### config.mk
export PLATFORM = sky130hd
export DESIGN_NAME = uart_fragment_reassembler_top
export DESIGN_NICKNAME = d
export VERILOG_FILES = /design/src/rtl/ufr_pkg.sv /design/src/rtl/uart_fragment_reassembler_top.sv /design/src/rtl/ufr_front.sv /design/src/rtl/ufr_fifo.sv /design/src/rtl/ufr_back.sv
export SDC_FILE = /design/constraint.sdc
export NUM_CORES = 1
export LEC_CHECK = 0
export ABC_AREA = 1
export BUFFER_PORTS_ARGS = -buffer_cell sky130_fd_sc_hd__buf_2
export CAP_MARGIN = 20
export CORE_MARGIN = 5
export CORE_UTILIZATION = 45
export DETAILED_ROUTE_END_ITERATION = 8
export GPL_ROUTABILITY_DRIVEN = 0
export PLACE_DENSITY = 0.73
export SYNTH_ARGS = -nofsm -noshare
export SYNTH_HDL_FRONTEND = slang
export SYNTH_HIERARCHICAL = 1
export SYNTH_SLANG_ARGS = --single-unit
### constraint.sdc
create_clock -name clk -period 3.7 [get_ports clk]
set_clock_uncertainty 0.05 [all_clocks]
set_input_delay 0.555 -clock clk [delete_from_list [all_inputs] [get_ports clk]]
set_output_delay 0.555 -clock clk [all_outputs]
set_load 0.01 [all_outputs]
### src/rtl/ufr_pkg.sv
// Shared types, constants and tables for the UART fragment reassembler.
`timescale 1ns / 1ps
package ufr_pkg;

  localparam int CHUNK_BYTES  = 17;
  localparam int FRAME_BYTES  = 20;
  localparam int HEADER_BYTES = 3;

  localparam int BYTE_W = 8;
  localparam int ADDR_W = 13;
  localparam int EXP_W  = 4;
  localparam int SIZE_W = 8;
  localparam int POS_W  = $clog2(FRAME_BYTES);
  localparam int PROD_W = BYTE_W + $clog2(CHUNK_BYTES + 1);

  localparam int TDATA_W = 32;
  localparam int TUSER_W = 3;

  localparam int FIFO_DEPTH = 4;
  localparam int FIFO_PTR_W = $clog2(FIFO_DEPTH);
  localparam int FIFO_CNT_W = $clog2(FIFO_DEPTH + 1);

  typedef enum logic [1:0] {
    KIND_WRITE = 2'd0,
    KIND_ACK   = 2'd1,
    KIND_NAK   = 2'd2
  } kind_t;

  // Work queued per received byte: an optional payload write, then an optional response.
  typedef struct packed {
    logic              has_wr;
    logic [ADDR_W-1:0] addr;
    logic [BYTE_W-1:0] data;
    logic              has_resp;
    logic              nak;
    logic              done;
    logic [SIZE_W-1:0] size;
  } entry_t;

  typedef struct packed {
    kind_t             kind;
    logic [ADDR_W-1:0] addr;
    logic [BYTE_W-1:0] data;
    logic              done;
    logic [SIZE_W-1:0] size;
  } result_t;

  typedef logic [(1 << BYTE_W)-1:0][EXP_W-1:0] frames_table_t;

  // Frames needed for a message size: ceil(size / CHUNK_BYTES), low bits kept.
  function automatic frames_table_t build_frames_table();
    frames_table_t tbl;
    for (int i = 0; i < (1 << BYTE_W); i++) begin
      tbl[i] = EXP_W'((i + CHUNK_BYTES - 1) / CHUNK_BYTES);
    end
    return tbl;
  endfunction

  localparam frames_table_t FRAMES_TABLE = build_frames_table();

endpackage

### src/rtl/uart_fragment_reassembler_top.sv
// Top level of the UART fragment reassembler.
//
//  channel | direction | tdata (low bit up)                             | tuser
//  s_*     | in        | rx_byte[7:0]                                   | -
//  m_*     | out       | write_address[12:0], write_data[7:0],          | kind[1:0],
//          |           | message_size[7:0], zero fill to 32 bits        | message_done
//
// One byte is accepted per cycle; results leave one per cycle through a registered
// output while m_tready is high. The last byte of an accepted frame gives two results
// (write, then ack), and a four-entry queue absorbs the extra one. Input stalls only
// when the queue is full. Synchronous reset clears frame position, message tracking
// and the queue.
`timescale 1ns / 1ps
module uart_fragment_reassembler_top (
  input  logic                          clk,
  input  logic                          rst,
  input  logic                          s_tvalid,
  output logic                          s_tready,
  input  logic [ufr_pkg::BYTE_W-1:0]    s_tdata,   // rx_byte
  output logic                          m_tvalid,
  input  logic                          m_tready,
  output logic [ufr_pkg::TDATA_W-1:0]   m_tdata,   // write_address, write_data, message_size
  output logic [ufr_pkg::TUSER_W-1:0]   m_tuser    // kind, message_done
);

  logic             push;
  ufr_pkg::entry_t  push_entry;
  logic             pop;
  ufr_pkg::entry_t  head;
  logic             full;
  logic             empty;
  ufr_pkg::result_t res;

  ufr_front u_front (
    .clk        (clk),
    .rst        (rst),
    .in_valid   (s_tvalid),
    .in_byte    (s_tdata),
    .queue_full (full),
    .in_ready   (s_tready),
    .push       (push),
    .push_entry (push_entry)
  );

  ufr_fifo u_fifo (
    .clk        (clk),
    .rst        (rst),
    .push       (push),
    .push_entry (push_entry),
    .pop        (pop),
    .head       (head),
    .full       (full),
    .empty      (empty)
  );

  ufr_back u_back (
    .clk        (clk),
    .rst        (rst),
    .head       (head),
    .empty      (empty),
    .pop        (pop),
    .out_valid  (m_tvalid),
    .out_ready  (m_tready),
    .out_result (res)
  );

  assign m_tdata = ufr_pkg::TDATA_W'({res.size, res.data, res.addr});
  assign m_tuser = {res.done, res.kind};

endmodule

### src/rtl/ufr_front.sv
// Front end: tracks frame position, checks id and sequence, queues writes and responses.
`timescale 1ns / 1ps
module ufr_front (
  input  logic                             clk,
  input  logic                             rst,
  input  logic                             in_valid,
  input  logic [ufr_pkg::BYTE_W-1:0]       in_byte,
  input  logic                             queue_full,
  output logic                             in_ready,
  output logic                             push,
  output ufr_pkg::entry_t                  push_entry
);

  logic [ufr_pkg::POS_W-1:0]  pos;
  logic [ufr_pkg::BYTE_W-1:0] cur_id;
  logic [ufr_pkg::BYTE_W-1:0] frames_rx;
  logic [ufr_pkg::EXP_W-1:0]  exp_frames;
  logic [ufr_pkg::SIZE_W-1:0] msg_len;
  logic [ufr_pkg::BYTE_W-1:0] lat_id;
  logic [ufr_pkg::BYTE_W-1:0] lat_seq;
  logic                       accepted;
  logic [ufr_pkg::ADDR_W-1:0] base;

  logic                       take;
  logic                       last_byte;
  logic                       new_msg;
  logic [ufr_pkg::BYTE_W-1:0] frames_base;
  logic                       seq_ok;
  logic [ufr_pkg::PROD_W-1:0] base_prod;
  logic                       done;

  assign in_ready  = !queue_full;
  assign take      = in_valid && in_ready;
  assign last_byte = pos >= ufr_pkg::POS_W'(ufr_pkg::FRAME_BYTES - 1);

  assign new_msg     = lat_id != cur_id;
  assign frames_base = new_msg ? '0 : frames_rx;
  assign seq_ok      = (lat_seq != '0) &&
                       ({1'b0, frames_base} + 9'd1 == {1'b0, lat_seq});

  assign base_prod = ufr_pkg::PROD_W'(in_byte - 8'd1) *
                     ufr_pkg::PROD_W'(ufr_pkg::CHUNK_BYTES);

  assign done = {{(ufr_pkg::BYTE_W - ufr_pkg::EXP_W){1'b0}}, exp_frames} == frames_rx;

  always_comb begin
    push_entry          = '0;
    push_entry.has_wr   = (pos > ufr_pkg::POS_W'(2)) && accepted;
    push_entry.addr     = base + ufr_pkg::ADDR_W'(pos - ufr_pkg::POS_W'(ufr_pkg::HEADER_BYTES));
    push_entry.data     = in_byte;
    push_entry.has_resp = last_byte;
    push_entry.nak      = !accepted;
    push_entry.done     = accepted && done;
    push_entry.size     = (accepted && done) ? msg_len : '0;
    push                = take && (push_entry.has_wr || push_entry.has_resp);
  end

  always_ff @(posedge clk) begin
    if (rst) begin
      pos        <= '0;
      cur_id     <= '0;
      frames_rx  <= '0;
      exp_frames <= '0;
      msg_len    <= '0;
      lat_id     <= '0;
      lat_seq    <= '0;
      accepted   <= 1'b0;
      base       <= '0;
    end else if (take) begin
      if (pos == ufr_pkg::POS_W'(0)) begin
        lat_id <= in_byte;
      end else if (pos == ufr_pkg::POS_W'(1)) begin
        lat_seq <= in_byte;
        base    <= ufr_pkg::ADDR_W'(base_prod);
      end else if (pos == ufr_pkg::POS_W'(2)) begin
        // restart the message on a new id, then check the sequence
        if (new_msg) begin
          cur_id     <= lat_id;
          msg_len    <= in_byte;
          exp_frames <= ufr_pkg::FRAMES_TABLE[in_byte];
        end
        frames_rx <= seq_ok ? lat_seq : frames_base;
        accepted  <= seq_ok;
      end
      if (last_byte) begin
        pos      <= '0;
        accepted <= 1'b0;
      end else begin
        pos <= pos + 1'b1;
      end
    end
  end

endmodule

### src/rtl/ufr_fifo.sv
// Short queue of pending work between the front and back ends.
`timescale 1ns / 1ps
module ufr_fifo (
  input  logic            clk,
  input  logic            rst,
  input  logic            push,
  input  ufr_pkg::entry_t push_entry,
  input  logic            pop,
  output ufr_pkg::entry_t head,
  output logic            full,
  output logic            empty
);

  ufr_pkg::entry_t                mem [ufr_pkg::FIFO_DEPTH];
  logic [ufr_pkg::FIFO_PTR_W-1:0] wr_ptr;
  logic [ufr_pkg::FIFO_PTR_W-1:0] rd_ptr;
  logic [ufr_pkg::FIFO_CNT_W-1:0] count;

  assign head  = mem[rd_ptr];
  assign empty = count == '0;
  assign full  = count == ufr_pkg::FIFO_CNT_W'(ufr_pkg::FIFO_DEPTH);

  always_ff @(posedge clk) begin
    if (push) begin
      mem[wr_ptr] <= push_entry;
    end
  end

  always_ff @(posedge clk) begin
    if (rst) begin
      wr_ptr <= '0;
      rd_ptr <= '0;
      count  <= '0;
    end else begin
      if (push) begin
        wr_ptr <= wr_ptr + 1'b1;
      end
      if (pop) begin
        rd_ptr <= rd_ptr + 1'b1;
      end
      if (push && !pop) begin
        count <= count + 1'b1;
      end else if (pop && !push) begin
        count <= count - 1'b1;
      end
    end
  end

endmodule

### src/rtl/ufr_back.sv
// Back end: splits queued work into single results and holds them in the output register.
`timescale 1ns / 1ps
module ufr_back (
  input  logic              clk,
  input  logic              rst,
  input  ufr_pkg::entry_t   head,
  input  logic              empty,
  output logic              pop,
  output logic              out_valid,
  input  logic              out_ready,
  output ufr_pkg::result_t  out_result
);

  logic wr_sent;
  logic slot_free;
  logic send;
  logic emit_wr;

  assign slot_free = !out_valid || out_ready;
  assign send      = slot_free && !empty;
  assign emit_wr   = head.has_wr && !wr_sent;
  // pop once the last request of the entry goes out
  assign pop       = send && (!emit_wr || !head.has_resp);

  always_ff @(posedge clk) begin
    if (rst) begin
      out_valid <= 1'b0;
      wr_sent   <= 1'b0;
    end else begin
      if (slot_free) begin
        out_valid <= !empty;
      end
      if (send) begin
        wr_sent <= emit_wr && head.has_resp;
      end
    end
  end

  always_ff @(posedge clk) begin
    if (send) begin
      if (emit_wr) begin
        out_result.kind <= ufr_pkg::KIND_WRITE;
        out_result.addr <= head.addr;
        out_result.data <= head.data;
        out_result.done <= 1'b0;
        out_result.size <= '0;
      end else begin
        out_result.kind <= head.nak ? ufr_pkg::KIND_NAK : ufr_pkg::KIND_ACK;
        out_result.addr <= '0;
        out_result.data <= '0;
        out_result.done <= head.done;
        out_result.size <= head.size;
      end
    end
  end

endmodule

# After elaboration in Yosys (flattened, before gate mapping)
# Memory sizes are Yosys's and may differ from the RTL's. A register that Yosys moved wholly into a read port is not among the register bits.
# Index checks and enable logic that the tools add are counted.
# word_totals
reg_bits	100
ramBits	132
rom_bits	1024
in_bits	12
out_inout_bits	37
wordCells	90
memories	2
# op_classes
add_sub_neg	9
mul	1
n_lt_le_gt_ge	2
eq_ne	8
mux	15
bitwise_logic	2
reduce_logical	33
# memory_table
name	words	word_bits	read_ports	rd_ports_with_merged_regs	wr	line_no	rtl
(no name shown)	256	4	1	1	0	ufr_front.sv:80	exp_frames <= ufr_pkg::FRAMES_TABLE[in_byte];
u_fifo.mem	4	33	1	1	1	ufr_fifo.sv:14	ufr_pkg::entry_t mem [ufr_pkg::FIFO_DEPTH];
# ops
operator	n
$mux W8	3
$add A13 B13 Y13	1
$mul A13 B5 Y13 const B	1
$logic_and A1 B1 Y1	11
$add A8 B1 Y9 const B	1
$eq A9 B8 Y1	1
$logic_not A1 Y1	9
$sub A8 B1 Y9 const B	1
$eq A4 B8 Y1	1
$ne A8 B8 Y1	1
$reduce_and A4 Y1	2
$reduce_bool A8 Y1	1
$mux W1	6
$mux W2	3
$mux W3	2
$sub A5 B2 Y6 const B	1
$add A5 B1 Y5 const B	1
$eq A5 B1 Y1 const B	1
$eq A5 B2 Y1 const B	1
$ge A5 B5 Y1 const B	1
$gt A5 B2 Y1 const B	1
$logic_not A5 Y1	1
$mux W5	1
$reduce_and A5 Y1	1
other kinds (11)	17

# Longest topological paths before layout
# Gate-level depths: netlist (run 1).
# depth
ltp_word	9
depth_mapped	22
depth_no_buf	22

# By module
# Netlist (run 1), hierarchy kept.
# by_module_without_submodules
mod	n_inst	cells_each	area_per_inst_um2
ufr_fifo	1	377	5366.4
ufr_front	1	683	4655.7
ufr_back	1	116	1368.8
uart_fragment_reassembler_top	1	4	26.3

# Worst setup path before layout (run 1)
# No wires, ideal clock.
# synth_path
kind	input-to-reg
from	in s_tdata[4] (netlist name)
to	reg u_front/base[12] (netlist name)
setup_ps	115
t_arrival_ps	3376
path_slack_ps	158
cell_stages	18
n_path_buf	1
cell_sequence	clkbuf_1 -> nor2_1 -> nand3_1 -> nor3_1 -> xor2_1 -> inv_1 -> ha_1 -> ha_1 -> fa_1 -> nand3_1 -> and2_1 -> inv_1 -> a21oi_1 -> nor2_1 -> nor2_1 -> xor2_1 -> o21ai_0 -> inv_1
# synth_via
elab_chain_cells	2
# synth_lines
item	line_no	rtl
start: declaration	uart_fragment_reassembler_top.sv:19	input logic [ufr_pkg::BYTE_W-1:0] s_tdata,
$sub A8 B1 Y9	ufr_front.sv:41	assign base_prod = ufr_pkg::PROD_W'(in_byte - 8'd1) *
$mul A13 B5 Y13	ufr_front.sv:41	
end signal: assignment	ufr_front.sv:74	base <= ufr_pkg::ADDR_W'(base_prod);
end: declaration	ufr_front.sv:22	logic [ufr_pkg::ADDR_W-1:0] base;
# Every way passes these cells.
# A chain may end at the register's enable or synchronous reset.

==> results of run 1 <==
==> metrics by stage <==
stage | hold slack [ns] | cells
floorplan | 0.362 | 1182
detailed placement | 0.397 | 1538
global placement | 0.383 | 1538
CTS | 0.237 | 1585
global route | 0.252 | 1586
finish | 0.238 | 1586
==> registers in the layout (all words and copies together), names as in the netlist, named ones only <==
signal,flops
u_front/cur_id,8
u_fifo/mem,132
u_front/lat_seq,8
u_back/out_valid,1
u_fifo/wr_ptr,2
u_front/accepted,1
u_fifo/count,3
u_front/pos,5
u_back/out_result,32
u_front/frames_rx,8
u_front/base,13
u_front/exp_frames,4
u_front/msg_len,8
u_fifo/rd_ptr,2
u_front/lat_id,8
u_back/wr_sent,1
==> layout by cell type, fill, tap and decap left out, types with 33 or more instances in the layout <==
cell      synthesis  layout
nand2_1         137     137
nand3_1          36      36
a21oi_1          81      81
o22ai_1          35      35
edfxtp_1        164     164
ha_1             45      45
o21ai_0         108     108
buf_2             9      45
dfxtp_1          74      73
inv_1           144     144
buf_4            13      33
nor2_1          161     161
==> worst reg2reg max path, delay by kind of cell (launching register included) <==
kind            cells  cell delay (ns)
fa+ha+maj           1             0.35
buf+inv             2             0.13
compound gates      5             0.82
xor+xnor            2             0.62
flops               1             0.37
simple gates        4             0.71
==> area by class of cell <==
class	count	share of cell area
Antenna cell	1	0.000195
Clock buffer	35	0.0551
Clock inverter	12	0.0108
Inverter	159	0.0466
Multi-Input combinational cell	733	0.318
Sequential cell	238	0.500
Tap cell	330	0.0322
Timing Repair Buffer	78	0.0369
==> worst max path at each step <==
| stage | start | to | slack (ns) | cells after the start |
|---|---|---|---|---|
| 4_1_cts | u_front/pos[2]$_SDFFE_PP0P_ | u_fifo/mem[2][30]$_DFFE_PP_ | 0.44 | 14 |
| 3_3_place_gp | s_tdata[1] | u_front/base[12]$_SDFFE_PP0P_ | 0.09 | 20 |
| 3_5_place_dp | s_tdata[1] | u_front/base[12]$_SDFFE_PP0P_ | 0.06 | 20 |
| 2_1_floorplan | s_tdata[4] | u_front/base[12]$_SDFFE_PP0P_ | 0.16 | 18 |
| 5_1_grt | u_front/pos[2]$_SDFFE_PP0P_ | u_fifo/mem[3][30]$_DFFE_PP_ | 0.16 | 14 |
| 6_report | u_front/pos[2]$_SDFFE_PP0P_ | u_fifo/mem[3][30]$_DFFE_PP_ | 0.40 | 14 |
==> where the power goes <==
part,switching (uW),total (uW),internal [uW]
sequential,133,3470,3340
clock,995,2540,1540
combinational,1730,2530,809
==> cells by family after synthesis <==
group	share of synthesized area
adders and majority gates	0.0563
and+or+nand+nor	0.153
xor gates and xnor gates	0.0230
buffers and inverters	0.0831
DFF	0.561
other	0.000328
AOI/OAI and AO/OA	0.123
==> routing by layer <==
metal  vias to the layer above  share of wire
li1                       4063              -
met1                      3812           0.43
met2                       226           0.49
met3                        38          0.068
met4                         6          0.014
met5                         -         0.0014
==> impl_metrics.yaml, run 1 <==
finish:
  final_area_um2: 12800
  drive_gt1_frac: 0.134
  seqCellArea_um2: 6410
  utilization: 0.510
  multi_input_area_um2: 4070
  nNetsFinal: 1297
  fillers: 2263
  syn2layout_area_growth_pct: 12.2
power:
  power.density_nw_per_um2: 667
  peakVddDrop_mv: 0.476
  finalPower_uw: 8540
  p_leak_uw: 0.00529
hold_path:
  hold_depth: 4
  whs_endpoint: "u_back/out_valid$_SDFFE_PP0N_"
  hold_class: "input pin to register"
  holdCritStartpoint: "m_tready"
synth:
  synth_flop_cell: "edfxtp_1"
  synth_most_common_cell: "edfxtp_1"
  ys_top_cells_by_count: "edfxtp_1 (164), nor2_1 (161), inv_1 (144)"
  synth_edf_count: 164
  syn_area_per_cell_um2: 9.68
  ys_async_sr_fraction: 0
  yosys.area.top_type: "edfxtp_1"
  synth.distinct_cells: 47
  synth_seq_area_share: 0.561
  synth.area.top_cells: "edfxtp_1 (43%), dfxtp_1 (13%), nor2_1 (5.3%)"
  syn_inst: 1180
  synth_top_area_frac: 0.431
  ys_ff_latch: 238
  syn-cell-area_um2: 11400
  yosys_warnings: 6
clocking:
  insertion_delay_ns: 0.52
  postCtsSetupRepairBufs: 0
  cts_max_path_buffers: 3
  numClockSinks: 238
  htreeDepth: 1
  postCtsHoldBufs: 0
  root_buffer: "clkbuf_16"
  numCtsBuffers: 26
  clkTransAtPathRegs_ns: 0.06
  ctsResizeCount: 0
  cts_tree: "done"
timing:
  setup_viol: 0
  hold_viol: 0
  setup_slack_ns: 0.400
  fin_crit_sh: 0.892
  final_max_slew_viol_count: 0
  max_freq_mhz: 303
  rsz0062_at_grt: "no"
  tightest_slew_ns: 1.00
  slew_headroom: 0.330
  period_needed_ns: 3.30
  tns_ns: 0
critical_path:
  crit_path_max_incr_delay_ns: 0.42
  cp_cell_sequence: "nor2_1 -> inv_2 -> or2_2 -> xor2_1 -> inv_1 -> ha_1 -> a21oi_1 -> o21ai_0 -> a21oi_1 -> o21ai_0 -> a21oi_1 -> nor2_1 -> nor2_1 -> xor2_1"
  reg2reg_to: "u_fifo/mem[3][30]$_DFFE_PP_"
  cp.arrival_ns: 3.51
  cp_top_family: "compound AO/OA/AOI/OAI gates"
  r2r-start: "u_front/pos[2]$_SDFFE_PP0P_"
  path_max_fanout: 6
  r2r_cells: 14
  cpMaxStageDelayCell: "xor2_1"
  worst-setup-path-type: "register to register"
  rrSetupSlack_ns: 0.40
  cp-start-kind: "register"
  crit_path_end_kind: "register"
  crit_required_ns: 3.91
  crit_buf_inv: 2
global_route:
  grt_overflow: 0
  grt_util_met2: 0.283
  grtUsageMet3: 0.0307
  gr-usage-met1: 0.217
  antenna_found_initial: 4
  grt_pass1_vias: 7734
  grt_max_degree: 63
  grt_use_total: 0.164
  grt-busiest-layer: "met2"
  grt_pass1_wl_um: 38900
floorplan:
  core_area_um2: 25100
  dieWidth_um: 169
  io_pins: 49
  die_height_um: 169
  dieArea_um2: 28700
  start_util: 0.455
  fp-row-count: 58
detailed_routing:
  viasPerCell: 5.14
  postRouteAntennaNets: 0
  first_iter_violations: 725
  routed_wirelength_um: 23900
  num_vias: 8145
  wl_per_cell_um: 15.1
  detail_route.first_pass.iterations: 7
  drc: 0
run:
  maxCapViolCount: 0
place:
  port-buffer-count: 45
  hpwl_um: 15700
  dpl_worst_slack_ns: 0.0587
  placed_area_um2: 12000
outcome:
  outcome: "complete, no violations"
Power figures use the tool's default switching activity.
==> inputs of run 2 (changes only) <==
PLACE_DENSITY = 0.7   (was 0.73)
clock period = 3.2 ns   (was 3.7 ns; I/O delays follow)
==> impl_metrics.yaml, run 2 (synthesis gave the netlist of run 1 again) <==
timing:
  slew_headroom: 0.544
  fin_crit_sh: 0.931
  max_freq_mhz: 336
  setup_viol: 0
  tightest_slew_ns: 0.677
  period_needed_ns: 2.98
  hold_viol: 0
  holdWs_ns: 0.193
  tns_ns: 0
  rsz0062_at_grt: "yes"
  final_max_slew_viol_count: 0
finish:
  final_cell_mix: "edfxtp_1 (164), nor2_1 (158), inv_1 (143)"
  drive_gt1_frac: 0.156
  regMostFlops: "u_fifo/mem"
  largest_reg_flops: 132
  syn2layout_area_growth_pct: 14.0
  final-instance-count-excl-fill: 1604
  final_common_cell: "edfxtp_1"
  reg.largest.list: "u_fifo/mem (132), u_back/out_result (32), u_front/base (13)"
  nNetsFinal: 1317
  final_area_um2: 13000
outcome:
  outcome: "complete, no violations"
power:
  p_leak_uw: 0.00539
  peakVddDrop_mv: 0.528
  finalPower_uw: 9880
  power.density_nw_per_um2: 759
floorplan:
  core_area_um2: 25100
  fp-row-count: 58
  start_util: 0.455
  die_height_um: 169
  io_pins: 49
  dieWidth_um: 169
  dieArea_um2: 28700
critical_path:
  crit_required_ns: 3.55
  cp-start-kind: "input pin"
  r2r_cells: 14
  path_max_fanout: 4
  cp.arrival_ns: 3.33
  crit_path_end_kind: "register"
  worst-setup-path-type: "input pin to register"
detailed_routing:
  drc: 0
  detail_route.first_pass.iterations: 5
  routed_wirelength_um: 23800
  viasPerCell: 5.15
  postRouteAntennaNets: 0
  num_vias: 8257
  first_iter_violations: 603
  wl_per_cell_um: 14.8
hold_path:
  hold_depth: 4
  hold_class: "input pin to register"
clocking:
  clkTransAtPathRegs_ns: 0.06
  numCtsBuffers: 25
  root_buffer: "clkbuf_16"
  cts_tree: "done"
  cts_max_path_buffers: 3
  insertion_delay_ns: 0.51
  numClockSinks: 238
  htreeDepth: 1
place:
  port-buffer-count: 45
  hpwl_um: 15800
  placed_area_um2: 12200
  placed_cells_incl_taps: 1559
global_route:
  grt_use_total: 0.161
  grt_overflow: 0
  grt_pass1_wl_um: 38300
  antenna_found_initial: 3
  grt_max_degree: 63
  grt_pass1_vias: 8061
run:
  maxCapViolCount: 0
run 2: final cells by class:
cell class | count | area, um^2
Multi-Input combinational cell | 733 | 4120
Tap cell | 330 | 413
Inverter | 159 | 601
Clock inverter | 17 | 184
Timing Repair Buffer | 99 | 656
Sequential cell | 238 | 6410
Clock buffer | 27 | 633
Antenna cell | 1 | 2.50
Fill cell | 2241 | 12100
run 2: worst paths after layout:
| kind | startpoint | end | slack (ns) |
|---|---|---|---|
| setup / recovery | s_tdata[0] | u_front/base[11]$_SDFFE_PP0P_ | 0.22 |
| hold / removal | m_tready | u_back/out_valid$_SDFFE_PP0N_ | 0.19 |
| setup reg to reg | u_front/pos[0]$_SDFFE_PP0P_ | u_fifo/mem[1][30]$_DFFE_PP_ | 0.24 |
| hold reg to reg | u_fifo/rd_ptr[1]$_SDFFE_PP0P_ | u_fifo/rd_ptr[1]$_SDFFE_PP0P_ | 0.40 |
run 2: metal layers:
metal,part of all wire,GRT usage,wire length [um],vias up
li1,-,-,-,4109
met4,0.019,0.0427,452,4
met5,0.00088,0,21,-
met2,0.48,0.282,11400,213
met1,0.43,0.207,10300,3885
met3,0.065,0.0305,1540,46
run 2: where the power goes:
group / switching (uW) / leakage, uW / internal (uW)
clock network: 1140 / 0.000399 / 1740
registers: 156 / 0.00218 / 3860
logic: 1990 / 0.00282 / 994
total: 3290 / 0.00539 / 6600
run 2: repair_timing:
item,CTS,global route
hold endpoints to repair,0,0
buffers inserted,0,0
endpoints found under the setup margin,0,10
hold buffers,0,0
gates resized for setup,0,9
run 2: critical path, stage by stage:
cell and delay, ns:
buf_2 0.17, clkinvlp_4 0.11, ha_1 0.22, inv_1 0.09, nor2_2 0.05, buf_4 0.12
xor2_1 0.21, ha_1 0.29, ha_1 0.30, ha_1 0.34, a21oi_1 0.16, inv_1 0.05
a31oi_1 0.19, o21bai_1 0.09, a21oi_1 0.17, nor2_1 0.06, o221ai_1 0.16, inv_1 0.06
run 2: metrics by stage:
| step | utilization | worst slack, ns |
|---|---|---|
| 2_1_floorplan | - | -0.0549 |
| 4_1_cts | 0.517 | 0.132 |
| 3_5_place_dp | 0.485 | -0.340 |
| 5_1_grt | 0.518 | 0.00192 |
| 3_3_place_gp | 0.485 | -0.303 |
| 6_report | 0.518 | 0.221 |
